`src/hdl/apm_pkg.sv`:
```
package apm_pkg;

    localparam int NCH    = 8;
    localparam int CH_W   = 3;
    localparam int SMP_W  = 24;
    localparam int MAG_W  = 24;
    localparam int MS_W   = 48;
    localparam int COEF_W = 25;
    localparam int ACT_W  = 4;
    localparam int ACC_W  = 72;
    localparam int CNT_W  = 5;
    localparam int IDX_W  = 1;

    localparam logic [COEF_W-1:0] COEF_ONE    = COEF_W'(1) << 24;
    localparam logic [COEF_W-1:0] COEF_RESET  = COEF_W'(1165);
    localparam logic [ACT_W-1:0]  ACT_RESET   = ACT_W'(2);
    localparam logic [ACT_W-1:0]  ACT_MAX     = ACT_W'(NCH);
    localparam logic [ACC_W-1:0]  ROUND_HALF  = ACC_W'(1) << 23;
    localparam logic [MS_W-1:0]   SQRT_BIT0   = MS_W'(1) << 46;
    localparam logic [CNT_W-1:0]  MUL_STEPS   = CNT_W'(COEF_W - 1);
    localparam logic [CNT_W-1:0]  SQRT_STEPS  = CNT_W'(23);

    localparam logic REQ_SAMPLE  = 1'b0;
    localparam logic REQ_CONSUME = 1'b1;
    localparam logic REP_BLOCK   = 1'b0;
    localparam logic REP_CONSUME = 1'b1;

    localparam logic [IDX_W-1:0] REG_COEF   = 1'b0;
    localparam logic [IDX_W-1:0] REG_ACTIVE = 1'b1;

    typedef struct packed {
        logic             kind;
        logic [CH_W-1:0]  channel;
        logic [MAG_W-1:0] peak;
        logic [MAG_W-1:0] rms;
        logic [MAG_W-1:0] psr;
        logic             clip;
        logic [MAG_W-1:0] lpeak;
        logic [MAG_W-1:0] lrms;
    } apm_report_t;

endpackage

```
`src/hdl/apm_alu.sv`:
```
module apm_alu
    import apm_pkg::*;
(
    input  logic [ACC_W-1:0] a,
    input  logic [ACC_W-1:0] b,
    input  logic             sub,
    output logic [ACC_W-1:0] sum,
    output logic             ge
);

    logic [ACC_W:0] full;

    assign full = {1'b0, a} + {1'b0, b ^ {ACC_W{sub}}} + (ACC_W+1)'(sub);
    assign sum  = full[ACC_W-1:0];
    assign ge   = full[ACC_W];

endmodule

```
`src/hdl/apm_core.sv`:
```
module apm_core
    import apm_pkg::*;
(
    input  logic              aclk,
    input  logic              aresetn,
    input  logic              in_valid,
    output logic              in_ready,
    input  logic              req_type,
    input  logic [SMP_W-1:0]  sample_value,
    input  logic [CH_W-1:0]   channel_index,
    input  logic              block_end,
    input  logic [COEF_W-1:0] coef,
    input  logic [ACT_W-1:0]  n_active,
    output logic              rep_valid,
    input  logic              rep_take,
    output apm_report_t       rep
);

    typedef enum logic [3:0] {
        S_IDLE, S_MAG, S_SQR, S_DIFF, S_DIFFN, S_MUL, S_RND, S_UPD,
        S_SQRT, S_FIN, S_CONS, S_SCAN, S_DONE
    } state_t;

    state_t state_reg;

    logic [SMP_W-1:0]  smp_reg;
    logic [CH_W-1:0]   ch_reg;
    logic              be_reg;
    logic [MAG_W-1:0]  mag_reg;
    logic [MS_W-1:0]   sq_reg;
    logic [MS_W-1:0]   msv_reg;
    logic [MS_W-1:0]   d_reg;
    logic              neg_reg;
    logic [ACC_W-1:0]  acc_reg;
    logic [CNT_W-1:0]  cnt_reg;
    logic [MS_W-1:0]   v_reg;
    logic [MS_W-1:0]   res_reg;
    logic [MS_W-1:0]   bit_reg;
    logic [CH_W-1:0]   idx_reg;
    logic              clip_reg;
    logic [MAG_W-1:0]  held_reg;
    apm_report_t       rep_reg;

    logic [MS_W-1:0]   ms_reg [NCH];
    logic [MAG_W-1:0]  rp_reg [NCH];
    logic [MAG_W-1:0]  sp_reg [NCH];
    logic [MAG_W-1:0]  sr_reg [NCH];

    logic [ACC_W-1:0]  alu_a;
    logic [ACC_W-1:0]  alu_b;
    logic              alu_sub;
    logic [ACC_W-1:0]  alu_sum;
    logic              alu_ge;

    logic [MAG_W-1:0]  abs_val;
    logic [MAG_W-1:0]  cur_peak;
    logic [MAG_W-1:0]  held_next;
    logic [MS_W-1:0]   mag_sq;

    apm_alu u_alu (
        .a   (alu_a),
        .b   (alu_b),
        .sub (alu_sub),
        .sum (alu_sum),
        .ge  (alu_ge)
    );

    assign abs_val   = smp_reg[SMP_W-1] ? (~smp_reg + MAG_W'(1)) : smp_reg;
    assign cur_peak  = rp_reg[ch_reg];
    assign held_next = (cur_peak > held_reg) ? cur_peak : held_reg;
    assign mag_sq    = mag_reg * mag_reg;

    assign in_ready  = (state_reg == S_IDLE);
    assign rep_valid = (state_reg == S_DONE);
    assign rep       = rep_reg;

    always_comb begin
        alu_a   = '0;
        alu_b   = '0;
        alu_sub = 1'b0;
        case (state_reg)
            S_DIFF: begin
                alu_a   = ACC_W'(sq_reg);
                alu_b   = ACC_W'(msv_reg);
                alu_sub = 1'b1;
            end
            S_DIFFN: begin
                alu_a   = ACC_W'(msv_reg);
                alu_b   = ACC_W'(sq_reg);
                alu_sub = 1'b1;
            end
            S_MUL: begin
                alu_a = acc_reg << 1;
                alu_b = coef[cnt_reg] ? ACC_W'(d_reg) : '0;
            end
            S_RND: begin
                alu_a = acc_reg;
                alu_b = ROUND_HALF;
            end
            S_UPD: begin
                alu_a   = ACC_W'(msv_reg);
                alu_b   = ACC_W'(acc_reg[ACC_W-1:24]);
                alu_sub = neg_reg;
            end
            S_SQRT: begin
                alu_a   = ACC_W'(v_reg);
                alu_b   = ACC_W'(res_reg | bit_reg);
                alu_sub = 1'b1;
            end
            default: begin
                alu_a   = '0;
                alu_b   = '0;
                alu_sub = 1'b0;
            end
        endcase
    end

    always_ff @(posedge aclk) begin
        if (!aresetn) begin
            state_reg <= S_IDLE;
            clip_reg  <= 1'b0;
            held_reg  <= '0;
            for (int i = 0; i < NCH; i++) begin
                ms_reg[i] <= '0;
                rp_reg[i] <= '0;
                sp_reg[i] <= '0;
                sr_reg[i] <= '0;
            end
        end else begin
            case (state_reg)
                S_IDLE: begin
                    if (in_valid) begin
                        smp_reg <= sample_value;
                        ch_reg  <= channel_index;
                        be_reg  <= block_end;
                        if (req_type == REQ_CONSUME) begin
                            state_reg <= S_CONS;
                        end else begin
                            state_reg <= S_MAG;
                        end
                    end
                end
                S_MAG: begin
                    mag_reg <= abs_val;
                    if (abs_val > rp_reg[ch_reg]) begin
                        rp_reg[ch_reg] <= abs_val;
                    end
                    state_reg <= S_SQR;
                end
                S_SQR: begin
                    sq_reg    <= mag_sq;
                    msv_reg   <= ms_reg[ch_reg];
                    state_reg <= S_DIFF;
                end
                S_DIFF: begin
                    acc_reg <= '0;
                    cnt_reg <= MUL_STEPS;
                    if (alu_ge) begin
                        d_reg     <= alu_sum[MS_W-1:0];
                        neg_reg   <= 1'b0;
                        state_reg <= S_MUL;
                    end else begin
                        state_reg <= S_DIFFN;
                    end
                end
                S_DIFFN: begin
                    d_reg     <= alu_sum[MS_W-1:0];
                    neg_reg   <= 1'b1;
                    state_reg <= S_MUL;
                end
                S_MUL: begin
                    acc_reg <= alu_sum;
                    if (cnt_reg == '0) begin
                        state_reg <= S_RND;
                    end else begin
                        cnt_reg <= cnt_reg - CNT_W'(1);
                    end
                end
                S_RND: begin
                    acc_reg   <= alu_sum;
                    state_reg <= S_UPD;
                end
                S_UPD: begin
                    ms_reg[ch_reg] <= alu_sum[MS_W-1:0];
                    v_reg          <= alu_sum[MS_W-1:0];
                    res_reg        <= '0;
                    bit_reg        <= SQRT_BIT0;
                    cnt_reg        <= SQRT_STEPS;
                    if (be_reg) begin
                        state_reg <= S_SQRT;
                    end else begin
                        state_reg <= S_IDLE;
                    end
                end
                S_SQRT: begin
                    if (alu_ge) begin
                        v_reg   <= alu_sum[MS_W-1:0];
                        res_reg <= (res_reg >> 1) | bit_reg;
                    end else begin
                        res_reg <= res_reg >> 1;
                    end
                    bit_reg <= bit_reg >> 2;
                    if (cnt_reg == '0) begin
                        state_reg <= S_FIN;
                    end else begin
                        cnt_reg <= cnt_reg - CNT_W'(1);
                    end
                end
                S_FIN: begin
                    sp_reg[ch_reg]  <= cur_peak;
                    sr_reg[ch_reg]  <= res_reg[MAG_W-1:0];
                    rp_reg[ch_reg]  <= '0;
                    held_reg        <= held_next;
                    clip_reg        <= clip_reg | cur_peak[MAG_W-1];
                    rep_reg.kind    <= REP_BLOCK;
                    rep_reg.channel <= ch_reg;
                    rep_reg.peak    <= cur_peak;
                    rep_reg.rms     <= res_reg[MAG_W-1:0];
                    rep_reg.psr     <= held_next;
                    rep_reg.lpeak   <= '0;
                    rep_reg.lrms    <= '0;
                    idx_reg         <= '0;
                    state_reg       <= S_SCAN;
                end
                S_CONS: begin
                    held_reg        <= '0;
                    rep_reg.kind    <= REP_CONSUME;
                    rep_reg.channel <= '0;
                    rep_reg.peak    <= '0;
                    rep_reg.rms     <= '0;
                    rep_reg.psr     <= held_reg;
                    rep_reg.lpeak   <= '0;
                    rep_reg.lrms    <= '0;
                    idx_reg         <= '0;
                    state_reg       <= S_SCAN;
                end
                S_SCAN: begin
                    if ({1'b0, idx_reg} < n_active) begin
                        if (sp_reg[idx_reg] > rep_reg.lpeak) begin
                            rep_reg.lpeak <= sp_reg[idx_reg];
                        end
                        if (sr_reg[idx_reg] > rep_reg.lrms) begin
                            rep_reg.lrms <= sr_reg[idx_reg];
                        end
                    end
                    if (idx_reg == CH_W'(NCH - 1)) begin
                        rep_reg.clip <= clip_reg;
                        state_reg    <= S_DONE;
                    end else begin
                        idx_reg <= idx_reg + CH_W'(1);
                    end
                end
                S_DONE: begin
                    if (rep_take) begin
                        state_reg <= S_IDLE;
                    end
                end
                default: begin
                    state_reg <= S_IDLE;
                end
            endcase
        end
    end

endmodule

```
`src/hdl/audio_peak_rms_meter_unit.sv`:
```
// Multichannel linear peak and RMS level meter.
// The input channel (s_ prefix) takes transactions that are either an audio
// sample tagged with its channel or a request to consume the peak-since-read
// value. The result channel (m_ prefix) delivers one report per block end and
// one per consume request; samples without a block end produce no report.
// A single shared adder/subtractor performs the mean-square update
// (25 shift-add multiply steps plus rounding) and the 24-step integer square
// root, and the loudest stored values of the active channels are found by a scan.
// The input is not ready while an item is being processed.
// Reports go to an output register, so a new item can be accepted while a
// report waits for m_ready; if the receiver stalls, the core holds its next
// report until the output register is free.
// Configuration is written through cfg_wr_en, cfg_index and cfg_data; the
// user must write it only while the block is idle, as the block itself does
// not enforce this. Synchronous reset clears all channel state, the clip flag
// and the held peak, and restores the register defaults.
module audio_peak_rms_meter_unit
    import apm_pkg::*;
(
    input  logic              aclk,
    input  logic              aresetn,
    input  logic              cfg_wr_en,
    input  logic [IDX_W-1:0]  cfg_index,
    input  logic [COEF_W-1:0] cfg_data,
    input  logic              s_valid,
    output logic              s_ready,
    input  logic              s_req_type,
    input  logic [SMP_W-1:0]  s_sample_value,
    input  logic [CH_W-1:0]   s_channel_index,
    input  logic              s_block_end,
    output logic              m_valid,
    input  logic              m_ready,
    output logic              m_report_kind,
    output logic [CH_W-1:0]   m_report_channel,
    output logic [MAG_W-1:0]  m_channel_peak,
    output logic [MAG_W-1:0]  m_channel_rms,
    output logic [MAG_W-1:0]  m_peak_since_read_value,
    output logic              m_clip_seen,
    output logic [MAG_W-1:0]  m_loudest_peak,
    output logic [MAG_W-1:0]  m_loudest_rms,
    output logic              m_last_result
);

    logic [COEF_W-1:0] coef_reg;
    logic [ACT_W-1:0]  act_reg;
    logic [COEF_W-1:0] coef_eff;
    logic [ACT_W-1:0]  act_eff;
    logic              m_valid_reg;
    apm_report_t       out_reg;
    apm_report_t       rep;
    logic              rep_valid;
    logic              rep_take;

    assign coef_eff = (coef_reg > COEF_ONE) ? COEF_ONE : coef_reg;
    assign act_eff  = (act_reg > ACT_MAX) ? ACT_MAX : act_reg;
    assign rep_take = rep_valid && (!m_valid_reg || m_ready);

    apm_core u_core (
        .aclk          (aclk),
        .aresetn       (aresetn),
        .in_valid      (s_valid),
        .in_ready      (s_ready),
        .req_type      (s_req_type),
        .sample_value  (s_sample_value),
        .channel_index (s_channel_index),
        .block_end     (s_block_end),
        .coef          (coef_eff),
        .n_active      (act_eff),
        .rep_valid     (rep_valid),
        .rep_take      (rep_take),
        .rep           (rep)
    );

    always_ff @(posedge aclk) begin
        if (!aresetn) begin
            coef_reg <= COEF_RESET;
            act_reg  <= ACT_RESET;
        end else if (cfg_wr_en) begin
            case (cfg_index)
                REG_COEF: begin
                    coef_reg <= cfg_data;
                end
                REG_ACTIVE: begin
                    act_reg <= cfg_data[ACT_W-1:0];
                end
                default: begin
                    coef_reg <= coef_reg;
                end
            endcase
        end
    end

    always_ff @(posedge aclk) begin
        if (!aresetn) begin
            m_valid_reg <= 1'b0;
        end else if (rep_take) begin
            m_valid_reg <= 1'b1;
        end else if (m_ready) begin
            m_valid_reg <= 1'b0;
        end
    end

    always_ff @(posedge aclk) begin
        if (rep_take) begin
            out_reg <= rep;
        end
    end

    assign m_valid                 = m_valid_reg;
    assign m_report_kind           = out_reg.kind;
    assign m_report_channel        = out_reg.channel;
    assign m_channel_peak          = out_reg.peak;
    assign m_channel_rms           = out_reg.rms;
    assign m_peak_since_read_value = out_reg.psr;
    assign m_clip_seen             = out_reg.clip;
    assign m_loudest_peak          = out_reg.lpeak;
    assign m_loudest_rms           = out_reg.lrms;
    assign m_last_result           = 1'b1;

endmodule

```
`config.mk`:
```
export PLATFORM = sky130hd
export DESIGN_NAME = audio_peak_rms_meter_unit
export DESIGN_NICKNAME = d
export VERILOG_FILES = /design/src/hdl/apm_pkg.sv /design/src/hdl/apm_alu.sv /design/src/hdl/apm_core.sv /design/src/hdl/audio_peak_rms_meter_unit.sv
export SDC_FILE = /design/constraint.sdc
export NUM_CORES = 2
export LEC_CHECK = 0
export BUFFER_PORTS_ARGS = -buffer_cell sky130_fd_sc_hd__buf_2
export CORE_ASPECT_RATIO = 0.9
export CORE_MARGIN = 1.5
export CORE_UTILIZATION = 40
export CTS_CLUSTER_SIZE = 10
export DETAILED_ROUTE_END_ITERATION = 8
export GPL_TIMING_DRIVEN = 0
export PLACE_DENSITY = 0.56
export SLEW_MARGIN = 10
export SYNTH_ARGS = -nofsm -noshare
export SYNTH_HDL_FRONTEND = slang
export SYNTH_SLANG_ARGS = --single-unit
```
`constraint.sdc`:
```
create_clock -name aclk -period 15.5 [get_ports aclk]
set_input_delay 3.1 -clock aclk [delete_from_list [all_inputs] [get_ports aclk]]
set_output_delay 3.1 -clock aclk [all_outputs]
set_load 0.1 [all_outputs]
```
==> results.txt <==
* Area of the die: 229000 um^2
- TritonCTS clock tree: done
* Number of clock sinks: 1670
- STA puts the critical path data arrival time at 10.56 ns.
* Yosys Warn Count: 0
* Number of H-tree levels: 4
* Number of cells upsized or downsized after cts: 0
- Counting distinct cell types in the post-synthesis netlist gives 84.
* Combined area of the multi-input logic cells: 37000 um^2
- Timing analysis after detailed placement gives a worst setup slack of 6.05 ns.
- For this design the top-level I/O count stands at 188.
* Status: completed
- Last element of the critical path: u_core.d_reg[11]
* Largest net degree at the start of global routing: 55
- Count of state elements after synthesis: 1670
- STA classifies the critical path startpoint as a flip-flop.
- Worst r2r dst: u_core.d_reg[11]
- Hold-fix buffers at CTS: 0
* Sequential cell area in the final layout: 49500 um^2
- The floorplan step set the die width to 504 um.
- Data on the critical path is required at its endpoint by 16.00 ns.
* Weighted congestion at the end of routability-driven global placement: 1.00
* R2R cell count: 25
* Post-route setup slack: 5.44 ns
* Post-route clock skew: 0.0952 ns
* Largest area contributor in the synthesized netlist: edfxtp_1
- The first global-routing pass estimated 435 mm of wire.
- In this run the biggest area consumer among cell types represents 53.3% of the synthesized area.
- Total global routing track utilization: 26.2%
* Cell type of the slowest stage on the worst timing path: buf_1
* Post-synthesis to final-layout area growth: 12.7%
* List of most frequent post-synthesis cells: edfxtp_1, nor2_1, inv_1, fa_1, clkbuf_1
- The region available for standard cell placement spans 225000 um^2.
- Dividing the synthesized area by the synthesized cell count gives 12.4 um^2.
- The detailed router finished its first iteration with 7906 violations.
- Worst setup path startpoint: u_core.cnt_reg[0]
* Top cells by area, synth: edfxtp_1, fa_1, ha_1
- Vias in the first global route: 61600
* Beginning of the worst register-to-register path: u_core.cnt_reg[0]
- Setup repair after global routing left no endpoint under its margin.
- Clock transition time at the flip-flop clock pins of the worst setup and hold paths: 0.06 ns
- Highest attainable clock frequency: 99.4 MHz
- Area of the mapped netlist: 90400 um^2
- Syn Inst Count: 7289
- The floorplan has 165 rows.
* Total setup violations reported at the end of the flow: 0
- Sequential cells were found to cover 54.8% of the synthesized design area.
- Commonest register cell after synthesis: edfxtp_1
- The number of antenna violations at the first check in global routing is 16.
- Max-cap violations in this run came to 0.
- When the netlist entered floorplanning its net count stood at 8117.
- Cells with a size suffix above 1 make up 9.54% of the layout.
* Buffers added on ports: 186
- No sink is reached through more buffers than the 3 on the longest clock path.
- The largest single stage delay on the critical path is 0.93 ns.
- After layout, the worst path uses 64.9% of the clock period.
* Detailed placement HPWL: 225 mm
- Relative slew margins: 5.20%
- Clock tree synthesis inserted a total of 191 buffers.
- The synthesized design contains 1605 enable-type register cells.
- CP Max Fanout: 22
- In the routed layout, each cell is associated on average with a via count of 5.73.
* Crit Path Category: flip-flop to flip-flop
- Nature of the critical path endpoint: flip-flop
- After clock tree synthesis, the setup repair step added 0 buffers.
- For the pin with the worst max-slew slack, the measured transition is 1.42 ns.
- Dominant cell by count in the synthesized netlist: edfxtp_1
* Final-report hold violation count: 0
- The routed layout has 62100 vias.
* GR Overflow Total: 0
* Max FFs per register: 384
- Die Span Y: 454 um
- Clock tree synthesis selected as its root buffer the cell clkbuf_16.
- Total Routed Length: 304 mm
* Initial DRT Pass Iterations: 9
- The count of pins over their slew limit was 0.
- The count of nets left with antenna violations once routing finished came out at 0.
* Layout Nets: 8539
* Post-route DRC: 0
- The setup check on the worst reg-to-reg path leaves a slack of 5.44 ns.
- Class of the most critical hold timing path: flip-flop to flip-flop
- After synthesis, the share of flip-flops with an asynchronous set or reset is 0%.
* Starting utilization of the core area: 40.2%
* Wire per inst: 28.0 um
* Filler cell count: 20700
- Final period demand of the worst path: 10.06 ns
- The clock reaches the later pin of the worst-skew pair after 0.87 ns.
* Most frequent CP cell: a21oi_1
[layer usage]
layer	part of all wire (%)	wire (um)	up-vias	track usage [%]
li1	-	-	26700	-
met1	42	127000	31800	37.1
met2	44	134000	3153	40.0
met3	10	30300	479	5.00
met4	4.2	12700	4	9.87
met5	0.0053	16	-	0
[logic make-up (layout without fill, tap and decap cells)]
family,Yosys count,in the layout,synth area share (%)
compound gates,1053,1053,8.17
xor+xnor,181,181,1.77
fa+ha+maj,768,768,14.1
buf+inv,1128,1655,4.70
flops,1670,1670,54.8
mux,261,261,5.02
other cells,1,13,0.00415
simple gates,2227,2227,11.4
[critical path, delay by kind of cell, from the launching register on]
kind	cells	cell delay, ns
multiplexers	2	0.39
flip-flops	1	0.37
adder cells (fa/ha/maj)	1	0.43
buffers and inverters	5	2.65
AND/OR/NAND/NOR	1	0.30
XOR/XNOR	1	0.18
AO/OA/AOI/OAI	15	5.34
[layout by cell type, fill, tap and decap left out, types with 16 or more instances in the layout]
cell / netlist / routed
buf_1: 42 / 38
nor3_1: 42 / 41
a22oi_1: 239 / 239
a22o_1: 68 / 68
mux4_2: 148 / 148
a221o_1: 25 / 25
fa_1: 423 / 423
clkbuf_16: 0 / 195
mux2i_1: 58 / 58
mux2_2: 55 / 55
nand2_1: 382 / 358
ha_1: 345 / 345
nand2_4: 0 / 16
nand3_1: 37 / 37
edfxtp_1: 1605 / 1605
and3_1: 220 / 219
a21o_1: 106 / 106
a222oi_1: 49 / 49
inv_1: 672 / 672
buf_2: 5 / 196
xnor2_1: 138 / 127
and2_1: 246 / 246
nand4_1: 99 / 99
nor2b_1: 64 / 64
a2111o_1: 23 / 23
nand2b_1: 33 / 33
o21bai_1: 25 / 25
o21ai_0: 108 / 108
dfxtp_1: 65 / 65
clkbuf_1: 403 / 471
nor2_1: 1044 / 1040
xor2_1: 41 / 38
a21oi_1: 281 / 280
o21a_1: 18 / 17
[area by class of cell]
| type | count | area share (%) |
|---|---|---|
| diodes | 12 | 0.0295 |
| plain buffers | 452 | 1.70 |
| clock buffers | 273 | 5.10 |
| clock inverters | 25 | 0.441 |
| inverters | 676 | 2.49 |
| multi-input cells | 4491 | 36.3 |
| flip-flops and latches | 1670 | 48.6 |
| well taps | 3006 | 3.69 |
| repair buffers | 229 | 1.66 |
[through the flow]
stage / cells / cell area [um^2] / setup TNS (ns) / util, % / hold WS [ns]
floorplan: 7289 / 90400 / 0 / - / 0.400
global placement: 10500 / 95100 / -259.54 / 42.3 / 0.403
detailed placement: 10500 / 96100 / 0 / 42.8 / 0.405
CTS: 10800 / 102000 / 0 / 45.3 / 0.407
global route: 10800 / 102000 / 0 / 45.3 / 0.407
finish: 10800 / 102000 / 0 / 45.3 / 0.414
[how the worst min path moves through the flow]
stage / to / depth (start not counted) / slack [ns] / startpoint
floorplan: m_channel_peak[0] / 0 / 0.40 / u_core.rep[97]
global placement: m_channel_peak[6] / 0 / 0.40 / u_core.rep[103]
detailed placement: m_channel_peak[19] / 0 / 0.40 / u_core.rep[116]
CTS: m_channel_rms[23] / 0 / 0.41 / u_core.rep[96]
global route: m_channel_rms[23] / 0 / 0.41 / u_core.rep[96]
finish: m_channel_rms[23] / 0 / 0.41 / u_core.rep[96]
Power is left out: the tool's default activity adds up to more than one toggle a clock period on the data nets, which glitch-free logic cannot reach.
